--- src/cbm_pkg.sv ---
// Shared types and constants of the cartridge bank mapper.
`default_nettype none

package cbm_pkg;

    // Request kinds
    typedef enum logic [2:0] {
        ACT_TICK  = 3'd0,
        ACT_WRITE = 3'd1,
        ACT_PRG   = 3'd2,
        ACT_CHR   = 3'd3,
        ACT_NT    = 3'd4
    } t_action;

    // One request as held in the input register
    typedef struct packed {
        logic [2:0]  action;
        logic [15:0] address;
        logic [7:0]  write_data;
    } t_item;

    // Register write decode
    localparam logic [15:0] DECODE_MASK  = 16'hf007;
    localparam logic [3:0]  GRP_PRG0     = 4'h8;
    localparam logic [3:0]  GRP_PRG1     = 4'ha;
    localparam logic [3:0]  GRP_CHR      = 4'hb;
    localparam logic [3:0]  GRP_PRG2     = 4'hc;
    localparam logic [15:0] REG_MIRROR   = 16'h9001;
    localparam logic [15:0] REG_IRQ_EN   = 16'h9003;
    localparam logic [15:0] REG_IRQ_LOAD = 16'h9004;
    localparam logic [15:0] REG_RELOAD_H = 16'h9005;
    localparam logic [15:0] REG_RELOAD_L = 16'h9006;

    // Program windows, by address bits 15..13
    localparam logic [2:0] WIN_PRG0  = 3'b100;
    localparam logic [2:0] WIN_PRG1  = 3'b101;
    localparam logic [2:0] WIN_PRG2  = 3'b110;
    localparam logic [2:0] WIN_FIXED = 3'b111;

    localparam logic [7:0] PRG_FIXED_BANK = 8'hff;
    localparam logic [7:0] PRG0_RESET     = 8'h00;
    localparam logic [7:0] PRG1_RESET     = 8'h01;
    localparam logic [7:0] PRG2_RESET     = 8'hfe;

    localparam int MAP_W = 21;

endpackage

`default_nettype wire

--- src/cartridge_bank_mapper_with_irq_timer.sv ---
// Top level of the cartridge bank mapper with its CPU-cycle IRQ timer.
//
// Each request is a CPU tick, a register write, or a program, pattern or
// nametable address to translate, and every request yields exactly one
// result: the translated address (zero for ticks and writes) and the IRQ
// line level after the request. The block is a two-register pipeline: a
// request is caught in the input register, then one pass of decode and
// translation logic updates the mapper state and loads the result register
// in the same edge. Sustained rate is one request per cycle while results
// are taken. The mapper state is updated as the request moves into the
// result register, so the next request already sees it. A stalled result
// holds the result register; the input register holds its request, or
// takes one more request if it was empty.
`default_nettype none

module cartridge_bank_mapper_with_irq_timer
    import cbm_pkg::*;
(
    input  wire logic             i_clk,
    input  wire logic             i_rst_n,
    // request channel
    input  wire logic             i_in_valid,
    output logic                  o_in_ready,
    input  wire logic [2:0]       i_action,
    input  wire logic [15:0]      i_address,
    input  wire logic [7:0]       i_write_data,
    // result channel
    output logic                  o_out_valid,
    input  wire logic             i_out_ready,
    output logic [MAP_W-1:0]      o_mapped_address,
    output logic                  o_irq_asserted
);

    t_item             item;
    logic              item_valid;
    logic              go;
    logic [MAP_W-1:0]  core_mapped;
    logic              core_irq;

    logic              r_out_valid;
    logic [MAP_W-1:0]  r_mapped;
    logic              r_irq;

    // Advance the held request when the result register is free or draining
    assign go = item_valid && (!r_out_valid || i_out_ready);

    cbm_in_reg u_in_reg (
        .i_clk        (i_clk),
        .i_rst_n      (i_rst_n),
        .i_valid      (i_in_valid),
        .o_ready      (o_in_ready),
        .i_action     (i_action),
        .i_address    (i_address),
        .i_write_data (i_write_data),
        .o_valid      (item_valid),
        .i_take       (go),
        .o_item       (item)
    );

    cbm_core u_core (
        .i_clk    (i_clk),
        .i_rst_n  (i_rst_n),
        .i_go     (go),
        .i_item   (item),
        .o_mapped (core_mapped),
        .o_irq    (core_irq)
    );

    // Result register: load on advance, drop valid once taken
    always_ff @(posedge i_clk) begin
        if (!i_rst_n) begin
            r_out_valid <= 1'b0;
        end else begin
            r_out_valid <= go || (r_out_valid && !i_out_ready);
        end
    end

    always_ff @(posedge i_clk) begin
        if (go) begin
            r_mapped <= core_mapped;
            r_irq    <= core_irq;
        end
    end

    assign o_out_valid      = r_out_valid;
    assign o_mapped_address = r_mapped;
    assign o_irq_asserted   = r_irq;

endmodule

`default_nettype wire

--- src/cbm_in_reg.sv ---
// Input register stage that holds one request until the core takes it.
`default_nettype none

module cbm_in_reg
    import cbm_pkg::*;
(
    input  wire logic        i_clk,
    input  wire logic        i_rst_n,
    input  wire logic        i_valid,
    output logic             o_ready,
    input  wire logic [2:0]  i_action,
    input  wire logic [15:0] i_address,
    input  wire logic [7:0]  i_write_data,
    output logic             o_valid,
    input  wire logic        i_take,
    output t_item            o_item
);

    logic  r_valid;
    t_item r_item;

    // Free when empty or when the held request leaves this cycle
    assign o_ready = !r_valid || i_take;
    assign o_valid = r_valid;
    assign o_item  = r_item;

    always_ff @(posedge i_clk) begin
        if (!i_rst_n) begin
            r_valid <= 1'b0;
        end else begin
            r_valid <= (i_valid && o_ready) || (r_valid && !i_take);
        end
    end

    always_ff @(posedge i_clk) begin
        if (i_valid && o_ready) begin
            r_item.action     <= i_action;
            r_item.address    <= i_address;
            r_item.write_data <= i_write_data;
        end
    end

endmodule

`default_nettype wire

--- src/cbm_core.sv ---
// Mapper state, register write decode, IRQ counter and address translation.
`default_nettype none

module cbm_core
    import cbm_pkg::*;
(
    input  wire logic             i_clk,
    input  wire logic             i_rst_n,
    input  wire logic             i_go,
    input  wire t_item            i_item,
    output logic [MAP_W-1:0]      o_mapped,
    output logic                  o_irq
);

    logic [7:0]  r_prg [3];
    logic [7:0]  r_chr [8];
    logic        r_mirror_h;
    logic [15:0] r_count;
    logic [15:0] r_reload;
    logic        r_irq_en;
    logic        r_irq_line;

    logic [7:0]  n_prg [3];
    logic [7:0]  n_chr [8];
    logic        n_mirror_h;
    logic [15:0] n_count;
    logic [15:0] n_reload;
    logic        n_irq_en;
    logic        n_irq_line;

    logic [15:0] dec;
    logic [15:0] a;
    logic [7:0]  d;
    logic [15:0] count_dec;

    assign a         = i_item.address;
    assign d         = i_item.write_data;
    assign dec       = a & DECODE_MASK;
    assign count_dec = r_count - 16'd1;

    always_comb begin
        n_prg      = r_prg;
        n_chr      = r_chr;
        n_mirror_h = r_mirror_h;
        n_count    = r_count;
        n_reload   = r_reload;
        n_irq_en   = r_irq_en;
        n_irq_line = r_irq_line;
        o_mapped   = '0;

        unique case (i_item.action)
            ACT_TICK: begin
                if (r_irq_en && (r_count != 16'd0)) begin
                    n_count = count_dec;
                    if (count_dec == 16'd0) begin
                        n_irq_line = 1'b1;
                    end
                end
            end
            ACT_WRITE: begin
                unique case (dec[15:12])
                    GRP_PRG0: n_prg[0] = d;
                    GRP_PRG1: n_prg[1] = d;
                    GRP_CHR:  n_chr[dec[2:0]] = d;
                    GRP_PRG2: n_prg[2] = d;
                    default: begin
                        unique case (dec)
                            REG_MIRROR: n_mirror_h = d[7];
                            REG_IRQ_EN: begin
                                n_irq_en   = d[7];
                                n_irq_line = 1'b0;
                            end
                            REG_IRQ_LOAD: begin
                                n_count    = r_reload;
                                n_irq_line = 1'b0;
                            end
                            REG_RELOAD_H: n_reload[15:8] = d;
                            REG_RELOAD_L: n_reload[7:0]  = d;
                            default: ;
                        endcase
                    end
                endcase
            end
            ACT_PRG: begin
                unique case (a[15:13])
                    WIN_PRG0:  o_mapped = {r_prg[0], a[12:0]};
                    WIN_PRG1:  o_mapped = {r_prg[1], a[12:0]};
                    WIN_PRG2:  o_mapped = {r_prg[2], a[12:0]};
                    WIN_FIXED: o_mapped = {PRG_FIXED_BANK, a[12:0]};
                    default:   o_mapped = '0;
                endcase
            end
            ACT_CHR: begin
                o_mapped = {3'b000, r_chr[a[12:10]], a[9:0]};
            end
            ACT_NT: begin
                // Horizontal mirroring pages on bit 11, vertical on bit 10
                o_mapped = {10'd0, (r_mirror_h ? a[11] : a[10]), a[9:0]};
            end
            default: ;
        endcase
    end

    assign o_irq = n_irq_line;

    always_ff @(posedge i_clk) begin
        if (!i_rst_n) begin
            r_prg[0]   <= PRG0_RESET;
            r_prg[1]   <= PRG1_RESET;
            r_prg[2]   <= PRG2_RESET;
            for (int i = 0; i < 8; i++) begin
                r_chr[i] <= 8'h00;
            end
            r_mirror_h <= 1'b0;
            r_count    <= 16'd0;
            r_reload   <= 16'd0;
            r_irq_en   <= 1'b0;
            r_irq_line <= 1'b0;
        end else if (i_go) begin
            r_prg      <= n_prg;
            r_chr      <= n_chr;
            r_mirror_h <= n_mirror_h;
            r_count    <= n_count;
            r_reload   <= n_reload;
            r_irq_en   <= n_irq_en;
            r_irq_line <= n_irq_line;
        end
    end

endmodule

`default_nettype wire

--- config.mk ---
export PLATFORM = sky130hd
export DESIGN_NAME = cartridge_bank_mapper_with_irq_timer
export DESIGN_NICKNAME = d
export VERILOG_FILES = /design/src/cbm_pkg.sv /design/src/cartridge_bank_mapper_with_irq_timer.sv /design/src/cbm_in_reg.sv /design/src/cbm_core.sv
export SDC_FILE = /design/constraint.sdc
export NUM_CORES = 1
export LEC_CHECK = 0
export BUFFER_PORTS_ARGS = -buffer_cell sky130_fd_sc_hd__buf_2
export CORE_UTILIZATION = 35
export CTS_BUF_LIST = sky130_fd_sc_hd__clkbuf_4 sky130_fd_sc_hd__clkbuf_8 sky130_fd_sc_hd__clkbuf_16
export CTS_CLUSTER_SIZE = 16
export DETAILED_ROUTE_END_ITERATION = 7
export PLACE_DENSITY = 0.6
export SLEW_MARGIN = 20
export SYNTH_ARGS = -nofsm -noshare
export SYNTH_HDL_FRONTEND = slang
export SYNTH_HIERARCHICAL = 1
export SYNTH_SLANG_ARGS = --single-unit
--- constraint.sdc ---
create_clock -name i_clk -period 8.97 [get_ports i_clk]
set_clock_uncertainty 0.15 [all_clocks]
set_input_delay 1.3455 -clock i_clk [delete_from_list [all_inputs] [get_ports i_clk]]
set_output_delay 1.3455 -clock i_clk [all_outputs]
set_load 0.01 [all_outputs]
==> impl_metrics.env, run 1 <==
export IMPL_outcome="finished clean"
export IMPL_place_congestion=0.899
export IMPL_slowest_stage="buf_4"
export IMPL_cp_end_kind="output pin"
export IMPL_fillers=2144
export IMPL_relSlewSlack_pct=27.8
export IMPL_num_vias=5784
export IMPL_path_clk_slew_ps=60
export IMPL_async_reset_ff_share_pct=0
export IMPL_avgSynthCellArea_sq_um=10.3
export IMPL_synthAdderAreaFrac_pct=0.321
export IMPL_synth_cell_type_count=67
export IMPL_cellLeakagePower_nw=3.20
export IMPL_synth_compound_area_share_pct=13.7
export IMPL_wire_per_inst_um=17.8
export IMPL_r2r_setup_slack_ps=5980
export IMPL_htree_levels=4
export IMPL_powerDensity_mw_per_mm2=184
export IMPL_cts_resized=0
export IMPL_cp_startpoint="i_out_ready"
export IMPL_avgViaCountPerCell=5.41
export IMPL_place_area_sq_mm=0.00820
export IMPL_fin_crit_ps=3750
export IMPL_grt_pass1_wl_mm=30.3
export IMPL_synth_fp_nets=792
export IMPL_finalSetupViolCount=0
export IMPL_die_w_um=151
export IMPL_grt_pass1_vias=5341
export IMPL_r2r_end="u_core/r_reload[15]$_SDFFE_PN0P_"
export IMPL_start_util_pct=35.7
export IMPL_tightest_slew_ps=1080
export IMPL_cp_required_ps=7470
export IMPL_synth_common_cells="125 x dfxtp_1, 82 x nor2_1, 80 x mux2i_1, 64 x nand2_1"
export IMPL_pre_cts_ws_ps=5020
export IMPL_rsz0062_at_grt="false"
export IMPL_fin_crit_sh_pct=41.8
export IMPL_synth_simple_area_share_pct=15.5
export IMPL_gr_total_overflow=0
export IMPL_final_nets=809
export IMPL_yosys_cell_count_top_type="dfxtp_1"
export IMPL_cts_sinks=174
export IMPL_cp_common_cell="buf_2"
export IMPL_dieArea_sq_mm=0.0229
export IMPL_ir_drop_v=0.0000976
export IMPL_worstPathCellList="buf_2 -> nor2b_4 -> nor2b_2 -> buf_4 -> nand2b_4 -> buf_2"
export IMPL_cts_buffers=17
export IMPL_antenna_cells=0
export IMPL_globalRouteTotalUtil_pct=17.6
export IMPL_root_buffer="clkbuf_16"
export IMPL_core_sq_mm=0.0218
export IMPL_fin_area_sq_mm=0.00876
export IMPL_drc=0
export IMPL_first_pass_iters=5
export IMPL_rr_worst_depth=5
export IMPL_postCtsSetupRepairBufs=0
export IMPL_finalMaxSlewViolations=0
export IMPL_synthFlopType="dfxtp_1"
export IMPL_slowest_delay_ps=330
export IMPL_fp_row_count=54
export IMPL_total_power_mw=1.62
export IMPL_worst_setup_path_start_kind="primary input"
export IMPL_setup_ws_ps=5220
export IMPL_synth_xor_area_share_pct=0.225
export IMPL_hpwl_mm=12.1
export IMPL_drive_gt1_share_pct=17.1
export IMPL_hold_path_class="flop to flop"
export IMPL_synth_top_area_cell="dfxtp_1"
export IMPL_portBuffers=54
export IMPL_synth_top_cell_area_share_pct=32.1
export IMPL_cap_violations=0
export IMPL_rr_startpoint="u_in_reg/o_item[23]$_DFFE_PP_"
export IMPL_grt_max_degree=75
export IMPL_setup_tns_ps=0
export IMPL_cp_data_arrival_time_ps=2260
export IMPL_totalWireLength_mm=19.0
export IMPL_synthCells=759
export IMPL_synthTopCellsByArea="dfxtp_1 32%, edfxtp_1 19%, mux2i_1 10%, mux4_2 4.6%, nor2_1 4.0%"
export IMPL_clock_path_buffers=2
export IMPL_synth_top_family_by_area="simple AND/OR/NAND/NOR gates"
export IMPL_die_h_um=151
export IMPL_antenna_found_initial=0
export IMPL_synth_edff_count=49
export IMPL_cp_endpoint="o_in_ready"
export IMPL_ant_nets=0
export IMPL_synth_seq_area_share_pct=51.0
export IMPL_worstSetupPathType="primary input to output pin"
export IMPL_hold_viol_final=0
export IMPL_path_max_fanout=29
export IMPL_hold_worst_slack_ps=320
export IMPL_tritoncts="built"
export IMPL_ios=55
export IMPL_worstSkewPairLatency_ps=430
export IMPL_hold_buffers=0
export IMPL_drt_iter0_drc=465
export IMPL_yosysWarnings=6
export IMPL_syn2layout_area_growth_pct=12.5
export IMPL_max_freq_ghz=0.266
export IMPL_yosys_register_bits=174
export IMPL_synthMuxAreaShare_pct=15.5
export IMPL_syn_area_sq_mm=0.00779
## state kept, by name, summed over array words and instances (netlist names)
signal             flops
u_core/r_mirror_h      1
u_core/r_irq_line      1
o_mapped_address      21
u_in_reg/o_item       27
u_core/r_count        16
u_core/r_prg          24
u_in_reg/o_valid       1
u_core/r_chr          64
u_core/r_reload       16
o_irq_asserted         1
o_out_valid            1
u_core/r_irq_en        1
## cells in the final DEF, fill, tap and decap left out, types with 6 or more instances in the layout
| cell | instances |
|---|---|
| clkbuf_16 | 17 |
| nor2_1 | 82 |
| o21ai_0 | 52 |
| a21oi_1 | 52 |
| a22oi_1 | 7 |
| nand2b_1 | 6 |
| a22o_1 | 7 |
| a21o_1 | 6 |
| nand2_1 | 64 |
| buf_2 | 54 |
| mux2i_1 | 80 |
| nor2b_1 | 14 |
| edfxtp_1 | 49 |
| dfxtp_1 | 125 |
| o211ai_1 | 6 |
| inv_1 | 8 |
| nor4_1 | 6 |
| nor3_1 | 12 |
| nand3_1 | 9 |
| or3_1 | 8 |
| mux4_2 | 16 |
| o31ai_1 | 9 |
## worst max-delay path: cells and delay by family
family / cells / cell delay (ps)
and+or+nand+nor: 3 / 340
buffers and inverters: 3 / 550
## worst min path at each step
stage	from	to	slack (ps)	cells after the start
after detailed placement	u_core/r_prg[5]$_SDFFE_PN1P_	u_core/r_prg[5]$_SDFFE_PN1P_	310	2
after CTS	u_core/r_chr[3]$_SDFFE_PN0P_	u_core/r_chr[3]$_SDFFE_PN0P_	330	2
after global placement	u_core/r_prg[6]$_SDFFE_PN1P_	u_core/r_prg[6]$_SDFFE_PN1P_	300	2
final	u_core/r_prg[5]$_SDFFE_PN1P_	u_core/r_prg[5]$_SDFFE_PN1P_	320	2
after floorplan	u_core/r_prg[5]$_SDFFE_PN1P_	u_core/r_prg[5]$_SDFFE_PN1P_	290	2
after global routing	u_core/r_prg[4]$_SDFFE_PN1P_	u_core/r_prg[4]$_SDFFE_PN1P_	340	2
## kinds of logic after synthesis
logic type	Yosys count
compound gates	171
xor+xnor	2
fa+ha+maj	2
buf+inv	71
flops	174
mux	100
simple gates	239
## metrics by stage
| stage | utilization, % | std cells |
|---|---|---|
| floorplan | - | 759 |
| global placement | 37.6 | 1036 |
| detailed placement | 37.6 | 1036 |
| CTS | 40.1 | 1068 |
| global route | 40.1 | 1069 |
| finish | 40.1 | 1069 |
## routing by layer
| metal | vias to the layer above | share of wire, % | GRT usage (%) |
|---|---|---|---|
| met4 | 0 | 1.4 | 4.80 |
| met3 | 18 | 5.8 | 4.34 |
| met2 | 170 | 45 | 26.4 |
| met1 | 2798 | 47 | 24.9 |
| li1 | 2798 | - | - |
| met5 | - | 0 | 0 |
## where the power goes
part	switching [mW]	internal (mW)	total, mW
logic	0.0491	0.0297	0.0788
clock network	0.312	0.374	0.685
registers	0.0259	0.825	0.851
## cell type report
class	instances	area [sq um]	share of cell area, %
inverters	9	35.0	0.400
clock buffers	21	462	5.27
clock inverters	11	85.1	0.971
well taps	280	350	4.00
repair buffers	60	323	3.69
flip-flops and latches	174	3970	45.4
multi-input cells	514	3530	40.3
(Power assumes the default switching activity.)
==> inputs of run 2 (changes only) <==
- PLACE_DENSITY: 0.6 -> 0.62
- clock period: 8.97 -> 3.2 ns (I/O delays scaled with it)
==> impl_metrics.env, run 2 (synthesized netlist as in run 1, its figures left out) <==
export IMPL_outcome="finished clean"
export IMPL_hpwl_mm=12.5
export IMPL_finalMaxSlewViolations=0
export IMPL_grt_pass1_wl_mm=30.3
export IMPL_wire_per_inst_um=17.9
export IMPL_core_sq_mm=0.0218
export IMPL_slowest_delay_ps=680
export IMPL_globalRouteTotalUtil_pct=17.8
export IMPL_first_pass_iters=5
export IMPL_start_util_pct=35.7
export IMPL_fillers=2156
export IMPL_setup_tns_ps=0
export IMPL_ant_nets=0
export IMPL_die_w_um=151
export IMPL_gr_total_overflow=0
export IMPL_drive_gt1_share_pct=18.1
export IMPL_portBuffers=54
export IMPL_dieArea_sq_mm=0.0229
export IMPL_cts_resized=0
export IMPL_hold_viol_final=0
export IMPL_path_max_fanout=10
export IMPL_slowest_stage="or4b_1"
export IMPL_fp_row_count=54
export IMPL_worstSetupPathType="flop to flop"
export IMPL_cellLeakagePower_nw=3.27
export IMPL_relSlewSlack_pct=49.2
export IMPL_worstPathCellList="inv_1 -> ha_1 -> or4b_1 -> nor4_4 -> o21ai_2 -> nand2_1 -> o21ai_0"
export IMPL_path_clk_slew_ps=70
export IMPL_fin_crit_ps=2760
export IMPL_hold_worst_slack_ps=67.8
export IMPL_final_common_cell="dfxtp_1"
export IMPL_cp_required_ps=3350
export IMPL_grt_pass1_vias=5400
export IMPL_fin_crit_sh_pct=86.4
export IMPL_final_cell_mix="125 x dfxtp_1, 82 x nor2_1, 80 x mux2i_1"
export IMPL_ios=55
export IMPL_crit_buf_inv=1
export IMPL_cp_data_arrival_time_ps=2910
export IMPL_die_h_um=151
export IMPL_largest_reg_flops=64
export IMPL_ir_drop_v=0.000362
export IMPL_worst_setup_path_start_kind="flop"
export IMPL_finalSetupViolCount=0
export IMPL_worstSkewPairLatency_ps=430
export IMPL_hold_path_class="primary input to flop"
export IMPL_postCtsSetupRepairBufs=0
export IMPL_drc=0
export IMPL_cts_sinks=174
export IMPL_htree_levels=4
export IMPL_cts_buffers=17
export IMPL_hold_buffers=0
export IMPL_cp_end_kind="flop"
export IMPL_avgViaCountPerCell=5.38
export IMPL_totalWireLength_mm=19.4
export IMPL_final_nets=821
export IMPL_antenna_cells=0
export IMPL_num_vias=5814
export IMPL_powerDensity_mw_per_mm2=516
export IMPL_drt_iter0_drc=546
export IMPL_top_register="u_core/r_chr"
export IMPL_place_congestion=0.883
export IMPL_clock_path_buffers=2
export IMPL_max_freq_ghz=0.362
export IMPL_rsz0062_at_grt="false"
export IMPL_root_buffer="clkbuf_16"
export IMPL_syn2layout_area_growth_pct=13.8
export IMPL_antenna_found_initial=0
export IMPL_total_power_mw=4.57
export IMPL_crit_family="simple AND/OR/NAND/NOR gates"
export IMPL_cap_violations=0
export IMPL_grt_max_degree=78
export IMPL_tritoncts="built"
export IMPL_tightest_slew_ps=756
[run 2: per-stage QoR]
step           util (%)  instances  setup WS (ps)  area, sq um
6_report           40.6       1081            435         8860
5_1_grt            40.6       1081            247         8860
4_1_cts            40.6       1081            445         8860
3_5_place_dp       38.1       1049            460         8310
3_3_place_gp       38.1       1049            572         8310
2_1_floorplan         -        759            273         7790
[run 2: cell type report]
type	count	area [sq um]	share of cell area (%)
clock inverter	14	120	1.36
tap	280	350	3.95
inverter	9	35.0	0.395
multi-input combinational	514	3530	39.8
sequential	174	3970	44.8
clock buffer	18	433	4.89
timing repair buffer	72	418	4.72
[run 2: path summary, 6_finish.rpt]
path,start,end,slack [ps],cells past startpoint
worst max-delay path,u_core/r_count[0]$_SDFFE_PN0P_,u_core/r_count[14]$_SDFFE_PN0P_,440,7
worst min register to register,u_core/r_prg[5]$_SDFFE_PN1P_,u_core/r_prg[5]$_SDFFE_PN1P_,320,2
worst min-delay path,i_address[10],u_in_reg/o_item[18]$_DFFE_PP_,70,1
worst max register to register,u_core/r_count[0]$_SDFFE_PN0P_,u_core/r_count[14]$_SDFFE_PN0P_,440,7
[run 2: power by group]
group,internal [mW],switching [mW],leakage [nW]
clock network,1.08,0.879,0.269
logic,0.0908,0.161,1.52
registers,2.31,0.0523,1.48
[run 2: metal layers]
layer	GRT usage (%)	up-vias	part of all wire, %
met3	3.77	20	4.6
met5	0	-	0
met1	24.7	2808	48
met4	5.95	0	1.6
li1	-	2822	-
met2	27.3	164	46
